### config.mk
export PLATFORM = sky130hd
export DESIGN_NAME = indexed_insert_remove_list
export DESIGN_NICKNAME = d
export VERILOG_FILES = /design/src/hw/rtl/iirl_pkg.sv /design/src/hw/rtl/iirl_cell.sv /design/src/hw/rtl/indexed_insert_remove_list.sv
export SDC_FILE = /design/constraint.sdc
export NUM_CORES = 2
export LEC_CHECK = 0
export ABC_AREA = 1
export BUFFER_PORTS_ARGS = -buffer_cell sky130_fd_sc_hd__buf_2
export CAP_MARGIN = 20
export CORE_MARGIN = 2
export CORE_UTILIZATION = 45
export CTS_CLUSTER_SIZE = 10
export DETAILED_ROUTE_END_ITERATION = 12
export SKIP_CTS_REPAIR_TIMING = 1
export SYNTH_ARGS = -nofsm -noshare
export SYNTH_HDL_FRONTEND = slang
export SYNTH_SLANG_ARGS = --single-unit
export TNS_END_PERCENT = 30
### constraint.sdc
create_clock -name i_clk -period 8.7 [get_ports i_clk]
set_clock_uncertainty 0.1 [all_clocks]
set_input_delay 0.87 -clock i_clk [delete_from_list [all_inputs] [get_ports i_clk]]
set_output_delay 0.87 -clock i_clk [all_outputs]
set_load 0.02 [all_outputs]
### src/hw/rtl/iirl_pkg.sv
package iirl_pkg;

    localparam int DEPTH  = 32;
    localparam int ELEM_W = 32;
    localparam int CNT_W  = $clog2(DEPTH + 1);
    localparam int POS_W  = $clog2(DEPTH);
    localparam int IDX_W  = 6;
    localparam int CMP_W  = (CNT_W > IDX_W) ? CNT_W : IDX_W;

    typedef logic signed [ELEM_W-1:0] t_elem;

    localparam logic [2:0] MODE_APPEND = 3'd0;
    localparam logic [2:0] MODE_INSERT = 3'd1;
    localparam logic [2:0] MODE_REMOVE = 3'd2;
    localparam logic [2:0] MODE_CLEAR  = 3'd3;
    localparam logic [2:0] MODE_DUMP   = 3'd4;

    localparam logic [1:0] ST_OK    = 2'd0;
    localparam logic [1:0] ST_FULL  = 2'd1;
    localparam logic [1:0] ST_RANGE = 2'd2;
    localparam logic [1:0] ST_EMPTY = 2'd3;

    typedef struct packed {
        logic [2:0]         mode;
        logic [IDX_W-1:0]   index;
        logic signed [31:0] value;
    } t_in;

    typedef struct packed {
        logic [1:0]         status;
        logic signed [31:0] element;
        logic [4:0]         position;
        logic [5:0]         count;
        logic               last;
    } t_out;

    typedef enum logic [2:0] {
        CK_HOLD,
        CK_APPEND,
        CK_INSERT,
        CK_REMOVE,
        CK_ROTATE
    } t_cell_kind;

    // broadcast to every cell of the chain
    typedef struct packed {
        t_cell_kind       kind;
        logic [CMP_W-1:0] idx;
        logic [CMP_W-1:0] count;
    } t_cell_cmd;

endpackage

### src/hw/rtl/iirl_cell.sv
module iirl_cell
    import iirl_pkg::*;
(
    input  logic             i_clk,
    input  logic [CMP_W-1:0] i_pos,
    input  t_cell_cmd        i_cmd,
    input  t_elem            i_value,
    input  t_elem            i_lower,
    input  t_elem            i_upper,
    input  t_elem            i_head,
    output t_elem            o_data
);

    t_elem r_data;
    t_elem n_data;

    always_comb begin
        n_data = r_data;
        unique case (i_cmd.kind)
            CK_HOLD: begin
                n_data = r_data;
            end
            CK_APPEND: begin
                if (i_pos == i_cmd.count) begin
                    n_data = i_value;
                end
            end
            CK_INSERT: begin
                if (i_pos == i_cmd.idx) begin
                    n_data = i_value;
                end else if (i_pos > i_cmd.idx) begin
                    n_data = i_lower;
                end
            end
            CK_REMOVE: begin
                if (i_pos >= i_cmd.idx) begin
                    n_data = i_upper;
                end
            end
            CK_ROTATE: begin
                // filled part turns round by one, head wraps to the last filled cell
                if (i_pos + CMP_W'(1) == i_cmd.count) begin
                    n_data = i_head;
                end else begin
                    n_data = i_upper;
                end
            end
            default: begin
                n_data = r_data;
            end
        endcase
    end

    always_ff @(posedge i_clk) begin
        r_data <= n_data;
    end

    assign o_data = r_data;

endmodule

### src/hw/rtl/indexed_insert_remove_list.sv
// results: append, insert, remove, clear, spare and rejected requests give their single result
// in the cycle after acceptance; a dump gives one result per cycle unless the output stalls.
// throughput: one request per cycle unless the output stalls; a dump holds the input until
// every entry has come out through the head cell as the cell chain rotates.
// reset: synchronous, active low; empties the list, entries stay undefined until written.
module indexed_insert_remove_list
    import iirl_pkg::*;
(
    input  logic i_clk,
    input  logic i_rst_n,
    input  logic i_in_valid,
    output logic o_in_ready,
    input  t_in  i_in_data,
    output logic o_out_valid,
    input  logic i_out_ready,
    output t_out o_out_data
);

    typedef enum logic {
        S_IDLE,
        S_DUMP
    } t_state;

    t_state           r_state;
    logic [CNT_W-1:0] r_count;
    logic [POS_W-1:0] r_pos;
    logic             r_out_valid;
    t_out             r_out;

    t_cell_cmd        cmd;
    t_elem            cell_data [DEPTH];
    t_elem            in_value;
    logic             slot_free;
    logic             accept;
    logic [CMP_W-1:0] idx_ext;
    logic [CMP_W-1:0] cnt_ext;
    logic             full;
    logic             dump_last;

    assign slot_free  = !r_out_valid || i_out_ready;
    assign o_in_ready = (r_state == S_IDLE) && slot_free;
    assign accept     = i_in_valid && o_in_ready;
    assign idx_ext    = CMP_W'(i_in_data.index);
    assign cnt_ext    = CMP_W'(r_count);
    assign full       = (r_count == CNT_W'(DEPTH));
    assign in_value   = ELEM_W'(i_in_data.value);
    assign dump_last  = (CNT_W'(r_pos) + CNT_W'(1) == r_count);

    always_comb begin
        cmd.kind  = CK_HOLD;
        cmd.idx   = idx_ext;
        cmd.count = cnt_ext;
        if (accept) begin
            case (i_in_data.mode)
                MODE_APPEND: if (!full) cmd.kind = CK_APPEND;
                MODE_INSERT: if (idx_ext <= cnt_ext && !full) cmd.kind = CK_INSERT;
                MODE_REMOVE: if (idx_ext < cnt_ext) cmd.kind = CK_REMOVE;
                default:     cmd.kind = CK_HOLD;
            endcase
        end else if (r_state == S_DUMP && slot_free) begin
            cmd.kind = CK_ROTATE;
        end
    end

    for (genvar g = 0; g < DEPTH; g++) begin : g_cell
        iirl_cell u_cell (
            .i_clk   (i_clk),
            .i_pos   (CMP_W'(g)),
            .i_cmd   (cmd),
            .i_value (in_value),
            .i_lower (cell_data[(g == 0) ? 0 : g - 1]),
            .i_upper (cell_data[(g == DEPTH - 1) ? g : g + 1]),
            .i_head  (cell_data[0]),
            .o_data  (cell_data[g])
        );
    end

    always_ff @(posedge i_clk) begin
        if (!i_rst_n) begin
            r_state     <= S_IDLE;
            r_count     <= '0;
            r_pos       <= '0;
            r_out_valid <= 1'b0;
        end else begin
            if (i_out_ready) begin
                r_out_valid <= 1'b0;
            end
            unique case (r_state)
                S_IDLE: begin
                    if (accept) begin
                        r_out_valid    <= 1'b1;
                        r_out.status   <= ST_OK;
                        r_out.element  <= '0;
                        r_out.position <= '0;
                        r_out.last     <= 1'b1;
                        r_out.count    <= 6'(r_count);
                        case (i_in_data.mode)
                            MODE_APPEND: begin
                                if (full) begin
                                    r_out.status <= ST_FULL;
                                end else begin
                                    r_count     <= r_count + CNT_W'(1);
                                    r_out.count <= 6'(r_count + CNT_W'(1));
                                end
                            end
                            MODE_INSERT: begin
                                if (idx_ext > cnt_ext) begin
                                    r_out.status <= ST_RANGE;
                                end else if (full) begin
                                    r_out.status <= ST_FULL;
                                end else begin
                                    r_count     <= r_count + CNT_W'(1);
                                    r_out.count <= 6'(r_count + CNT_W'(1));
                                end
                            end
                            MODE_REMOVE: begin
                                if (idx_ext >= cnt_ext) begin
                                    r_out.status <= ST_RANGE;
                                end else begin
                                    r_count     <= r_count - CNT_W'(1);
                                    r_out.count <= 6'(r_count - CNT_W'(1));
                                end
                            end
                            MODE_CLEAR: begin
                                r_count     <= '0;
                                r_out.count <= '0;
                            end
                            MODE_DUMP: begin
                                if (r_count == '0) begin
                                    r_out.status <= ST_EMPTY;
                                end else begin
                                    // results come from the dump state
                                    r_out_valid <= 1'b0;
                                    r_pos       <= '0;
                                    r_state     <= S_DUMP;
                                end
                            end
                            default: begin
                                r_out.status <= ST_OK;
                            end
                        endcase
                    end
                end
                S_DUMP: begin
                    if (slot_free) begin
                        r_out_valid    <= 1'b1;
                        r_out.status   <= ST_OK;
                        r_out.element  <= 32'(cell_data[0]);
                        r_out.position <= 5'(r_pos);
                        r_out.count    <= 6'(r_count);
                        r_out.last     <= dump_last;
                        r_pos          <= r_pos + POS_W'(1);
                        if (dump_last) begin
                            r_state <= S_IDLE;
                        end
                    end
                end
                default: begin
                    r_state <= S_IDLE;
                end
            endcase
        end
    end

    assign o_out_valid = r_out_valid;
    assign o_out_data  = r_out;

    a_count_bound: assert property (@(posedge i_clk) disable iff (!i_rst_n)
        r_count <= CNT_W'(DEPTH))
        else $error("entry count above capacity");

    a_no_accept_in_dump: assert property (@(posedge i_clk) disable iff (!i_rst_n)
        r_state == S_DUMP |-> !o_in_ready)
        else $error("request taken during dump");

    a_error_is_last: assert property (@(posedge i_clk) disable iff (!i_rst_n)
        o_out_valid && o_out_data.status != ST_OK |-> o_out_data.last)
        else $error("error result not marked last");

    a_dump_ends: assert property (@(posedge i_clk) disable iff (!i_rst_n)
        r_state == S_DUMP && slot_free && dump_last |=> r_state == S_IDLE)
        else $error("dump did not finish after its last entry");

endmodule

; ---- Word level (Yosys, flattened, before mapping)
; Index checks and enable logic that the tools add are counted.
[word_totals]
regBits = 1083
in_bits = 45
[op_classes]
n_lt_le_gt_ge = 66
add_sub_neg = 4
eq_ne = 174
reduce_logical = 47
bitwise_logic = 1
n_mux = 225
[op_table]
columns = operator, n
row1 = $mux W32, 158
row2 = $pmux W32 S4, 31
row3 = $eq A5 B6 Y1 const A, 32
row4 = $ne A2 B1 Y1 const B, 66
row5 = $reduce_and A4 Y1, 32
row6 = $eq A4 B6 Y1 const A, 16
row7 = $gt A5 B6 Y1 const A, 16
row8 = $pmux W32 S3, 1
row9 = $ne A3 B1 Y1 const B, 31
row10 = $mux W46, 2
row11 = $pmux W46 S2, 1
row12 = $ge A5 B6 Y1 const A, 15
row13 = $eq A3 B6 Y1 const A, 8
row14 = $ge A4 B6 Y1 const A, 8
row15 = $gt A4 B6 Y1 const A, 8
row16 = $eq A2 B6 Y1 const A, 4
row17 = $ge A3 B6 Y1 const A, 4
row18 = $gt A3 B6 Y1 const A, 4
row19 = $pmux W6 S4, 1
row20 = $mux W5, 4
row21 = $mux W6, 3
row22 = $eq A1 B6 Y1 const A, 2
row23 = $eq A3 B2 Y1 const B, 4
row24 = $ge A1 B6 Y1 const A, 2
row25 = other kinds (35), 64

; ---- Logic depth before layout (Yosys ltp)
[logic_depth]
word_depth = 9
ltp_mapped = 18
ltp_nobuf = 15

; ---- Modules after synthesis
; From an unflattened synthesis, not the netlist that was laid out.
[unflattened]
hier_cells = 17795
area_unflattened_um2 = 113401.3
[modules_own_cells]
columns = mod, instances, area_per_inst_um2, cells_per_inst
row1 = iirl_cell (g_cell[20].u_cell ...), 20, 3359.5, 547
row2 = iirl_cell (g_cell[0].u_cell ...), 12, 3573.4, 539
row3 = indexed_insert_remove_list, 1, 3330.7, 387

; ---- Worst setup path after synthesis
; Ideal clock, no wire load.
[synth_path]
kind = input to register
start = in i_out_ready
end = reg r_out (netlist bit o_out_data[0]), enable pin
arrival_ns = 4.114
path_slack_ns = 4.021
setup_time_ns = 0.465
n_path_buf = 3
path_stages = 7
path_cell_list = nor2_1 nor2_2 inv_2 clkbuf_1 buf_2 buf_1 a21oi_1
[synth_between]
elab_chain_len = 5
elab_cells_between_ends = 6
classes_between = 2 x eq/ne / 4 x reduce/logical
[synth_lines]
columns = element, line
row1 = from (decl), indexed_insert_remove_list.sv:15  ; input logic i_out_ready,
row2 = $logic_or A1 B1 Y1 *, indexed_insert_remove_list.sv:40  ; assign slot_free = !r_out_valid || i_out_ready;
row3 = $logic_and A1 B1 Y1, indexed_insert_remove_list.sv:41  ; assign o_in_ready = (r_state == S_IDLE) && slot_free;
row4 = $logic_and A1 B1 Y1, indexed_insert_remove_list.sv:42  ; assign accept = i_in_valid && o_in_ready;
row5 = $ne A2 B2 Y1 (no source line), --
row6 = $reduce_and A3 Y1 (no source line) *, --
row7 = to (decl), indexed_insert_remove_list.sv:28  ; t_out r_out;
; Mark *: on every way between the ends. The rest lies on a longest branch, timed or not.
; A chain may end at the register's enable or synchronous reset.

; ---- Worst setup path after layout
[layout_path]
start = reg r_count[3], in the netlist cnt_ext[3]
end = reg g_cell[29].u_cell.r_data[31] (data pin)
[layout_between]
elab_chain_len = 8
elab_cells_between_ends = 17
classes_between = 2 x order compare / 6 x eq/ne / 7 x mux / 2 x reduce/logical
[layout_lines]
columns = element, line
row1 = from (decl), indexed_insert_remove_list.sv:25  ; logic [CNT_W-1:0] r_count;
row2 = from (signal assigned), indexed_insert_remove_list.sv:102  ; r_count <= r_count + CNT_W'(1);
row3 = from (signal assigned), indexed_insert_remove_list.sv:112  ; r_count <= r_count + CNT_W'(1);
row4 = from (signal assigned), indexed_insert_remove_list.sv:120  ; r_count <= r_count - CNT_W'(1);
row5 = "parallel branches: the longest is 7 deep, another holds $le A6 B6 Y1", --
row6 = $pmux W32 S4 *, iirl_cell.sv:19  ; unique case (i_cmd.kind)
row7 = named net g_cell[29].u_cell.n_data[31], iirl_cell.sv:15  ; t_elem n_data;
row8 = to (signal assigned), iirl_cell.sv:55  ; r_data <= n_data;
row9 = to (decl), iirl_cell.sv:14  ; t_elem r_data;
; Mark *: on every way through the listed nets, which the timed path passes.

==> results.md <==
- Slew Limit Fails: 0
- Gr usage total: between 30% and 40%
- WL/cell: 24.4 um
- Final hold viol count: 0
- Synth Area in Simple Gates: 33.8%
- Max cap viols: 0
- Syn. warnings: 0
- Final core utilization: 47.7%
- Number of setup violations in the final report: 0
- Least-Margin Pin Slew: around 1200 ps
- Worst-path clk slew: 60 ps
- GPL Wtd Cong: 0.922
- Syn_area_per_cell: ~7.3 sq um
- Crit start category: register
- Post-DRT Antenna Nets: 0
- Ports: between 90 and 100
- Peak supply drop: 0.215 mV
- Syn Nets: 11,027
- FMAX: 176 MHz
- Leakage: 34.2 nW
- Crit. End Element: register
- Remaining DRCs: 0
- XOR/XNOR Fraction of Synth Area: 0.0981%
- CP required: about 9100 ps
- Status: complete, no violations
- Chip height: 426 um
- FILL cells: roughly 17,000
- Number of global-route vias before repair: 71,474
- Yosys reg bits: 1,083
- CP arrival: 6120 ps
- Hold/Removal Path Class: in2reg
- Crit share post-route: 65.4%
- Unrepaired setup endpoints after global routing: no
- H-tree depth: 4
- TritonRoute pass-1 iters: 6
- Final period demand of the worst path: about 5700 ps
- Clk root buf: clkbuf_16
- Crit path kind: reg2reg
- Synthesized area: 80,300 sq um
- Port Buffer Count: 92
- Max FO, Critical Path: approximately 140
- Num rows: 155
- Maximum number of pins on one net before global-route repair: 218
- Commonest non-fill, non-tap cell in the layout: nand2_1
- Initial antenna violation count: 4
- Initial core utilization: a little under half
- Netlist cell types: 35
- Adder-cell area share of the yosys netlist: less than 1%
- Most frequent cells in the layout: nand2_1, o21ai_0, nand3_1
- Main combinational cell family by area after synthesis: simple AND/OR/NAND/NOR gates
- Drt via density: 6.32
- Clk Latency, worst-skew pair: 800 ps
- Die ar.: 182,000 sq um
- CTS tree: yes
- Sink Count: 1,083
- Power density over the cells: 170 nW/um^2
- TritonCTS Buffers: 136
- Initial drt markers: around 12,000
- Post-synthesis mux area share: 0%
- Vias post-DR: 80,109
- CORE AREA: 178,000 sq um
- First-pass GRT wire length: 464,000 um
- DP HPWL: 177,000 um
- Grt ovf: 0
- Nets: 10,303
- Clock Tree Buf Depth: 3
- Synth-to-Final Area Change: 5.56%
- Die span in x: 426 um
- Setup TNS Final: 0 ps
- Compound-Gate Fraction of Synth Area: around 17%
- Syn Inst Count: approximately 11,000
- Ratio of cells with drive above 1 in the final layout: 5.74%
- Seq/Total Area, Yosys: 40.3%
- Final wirelength: 309,000 um
- Slew margin rel.: 20.3%
kinds of logic after synthesis:
logic type               count (synthesis)
AND/OR/NAND/NOR                       5847
AO/OA/AOI/OAI                         2600
buffers and inverters                 1419
flip-flops                            1083
adder cells (fa/ha/maj)                 12
XOR/XNOR                                 9
metal layers:
layer | wire, um | GRT usage [%] | vias to the layer above
met5 | 0 | 0 | -
met4 | 9320 | 10.4 | 0
met3 | 37400 | 5.58 | 554
met2 | 128000 | 46.7 | 5321
met1 | 135000 | 49.9 | 37707
li1 | - | - | 36527
stage by stage:
| step | worst slack [ps] | hold WS [ps] | instance area (sq um) | total power, W | cells |
|---|---|---|---|---|---|
| 3_5_place_dp | 2940 | 431 | 80500 | 0.00914 | 12444 |
| 2_1_floorplan | 4020 | 377 | 80300 | 0.00823 | 10970 |
| 6_report | 3010 | 257 | 84800 | 0.0144 | 12679 |
| 3_3_place_gp | 3000 | 420 | 80300 | 0.00908 | 12436 |
| 5_1_grt | 2640 | 237 | 84800 | 0.0149 | 12677 |
| 4_1_cts | 3020 | 216 | 84300 | 0.0144 | 12658 |
worst max-delay path, cell delays in order, from the launching register on:
cell	delay [ps]
dfxtp_1	770
inv_2	210
ha_1	350
nand2_1	60
nor2_1	160
nand2_1	340
nand2_2	300
nand3_2	180
nand2_8	590
nand3_4	100
buf_4	390
inv_8	790
buf_12	470
nand2_1	90
nand3b_1	360
synthesized netlist by cell type, drive strengths merged:
cell       n  area, sq um
dfxtp     13          260
a21oi    572         2860
nor3      12         97.6
o21ai   1626         8140
nand2b     1         6.26
o211ai   402         3020
edfxtp  1070        32100
clkinv     2         7.51
xnor2      2         17.5
buf      562         3290
or2        1         6.26
ha        12          150
inv      264          998
clkbuf   591         2220
nor2     126          498
nand4     24          150
nand3b   961         7210
nand3   1107         5590
nand2   3615        13600
xor2       7         61.3
where the power goes:
part | total (W) | internal, W | switching (W)
combinational | 0.00248 | 0.000626 | 0.00186
clock | 0.00525 | 0.00293 | 0.00231
sequential | 0.00669 | 0.00635 | 0.000335
sequential cells by signal, indices dropped and copies added (netlist names):
register	count
cnt_ext	6
g_cell.u_cell.o_data	1024
o_out_data	46
o_out_valid	1
r_pos	5
r_state	1
final cells by class:
cell class                 count  area, sq um  share of cell area [%]
timing repair buffer         291         2610                    3.07
inverter                     266         1020                    1.20
antenna                        2         5.00                 0.00590
tap                         2355         2950                    3.48
multi-input combinational   8468        42000                    49.5
clock inverter                29          129                   0.152
clock buffer                 185         3700                    4.37
sequential                  1083        32400                    38.2
final timing paths:
path | start | to | slack, ps | cells past startpoint
worst max register to register | cnt_ext[3]$_SDFFE_PN0P_ | g_cell[29].u_cell.o_data[31]$_DFFE_PP_ | 3010 | 14
worst min-delay path | i_in_valid | o_out_valid$_SDFF_PN0_ | 260 | 3
worst min register to register | r_pos[4]$_SDFFE_PN0P_ | r_pos[4]$_SDFFE_PN0P_ | 440 | 2
worst max-delay path | cnt_ext[3]$_SDFFE_PN0P_ | g_cell[29].u_cell.o_data[31]$_DFFE_PP_ | 3010 | 14
No activity file was read; power rests on OpenSTA's default activity.
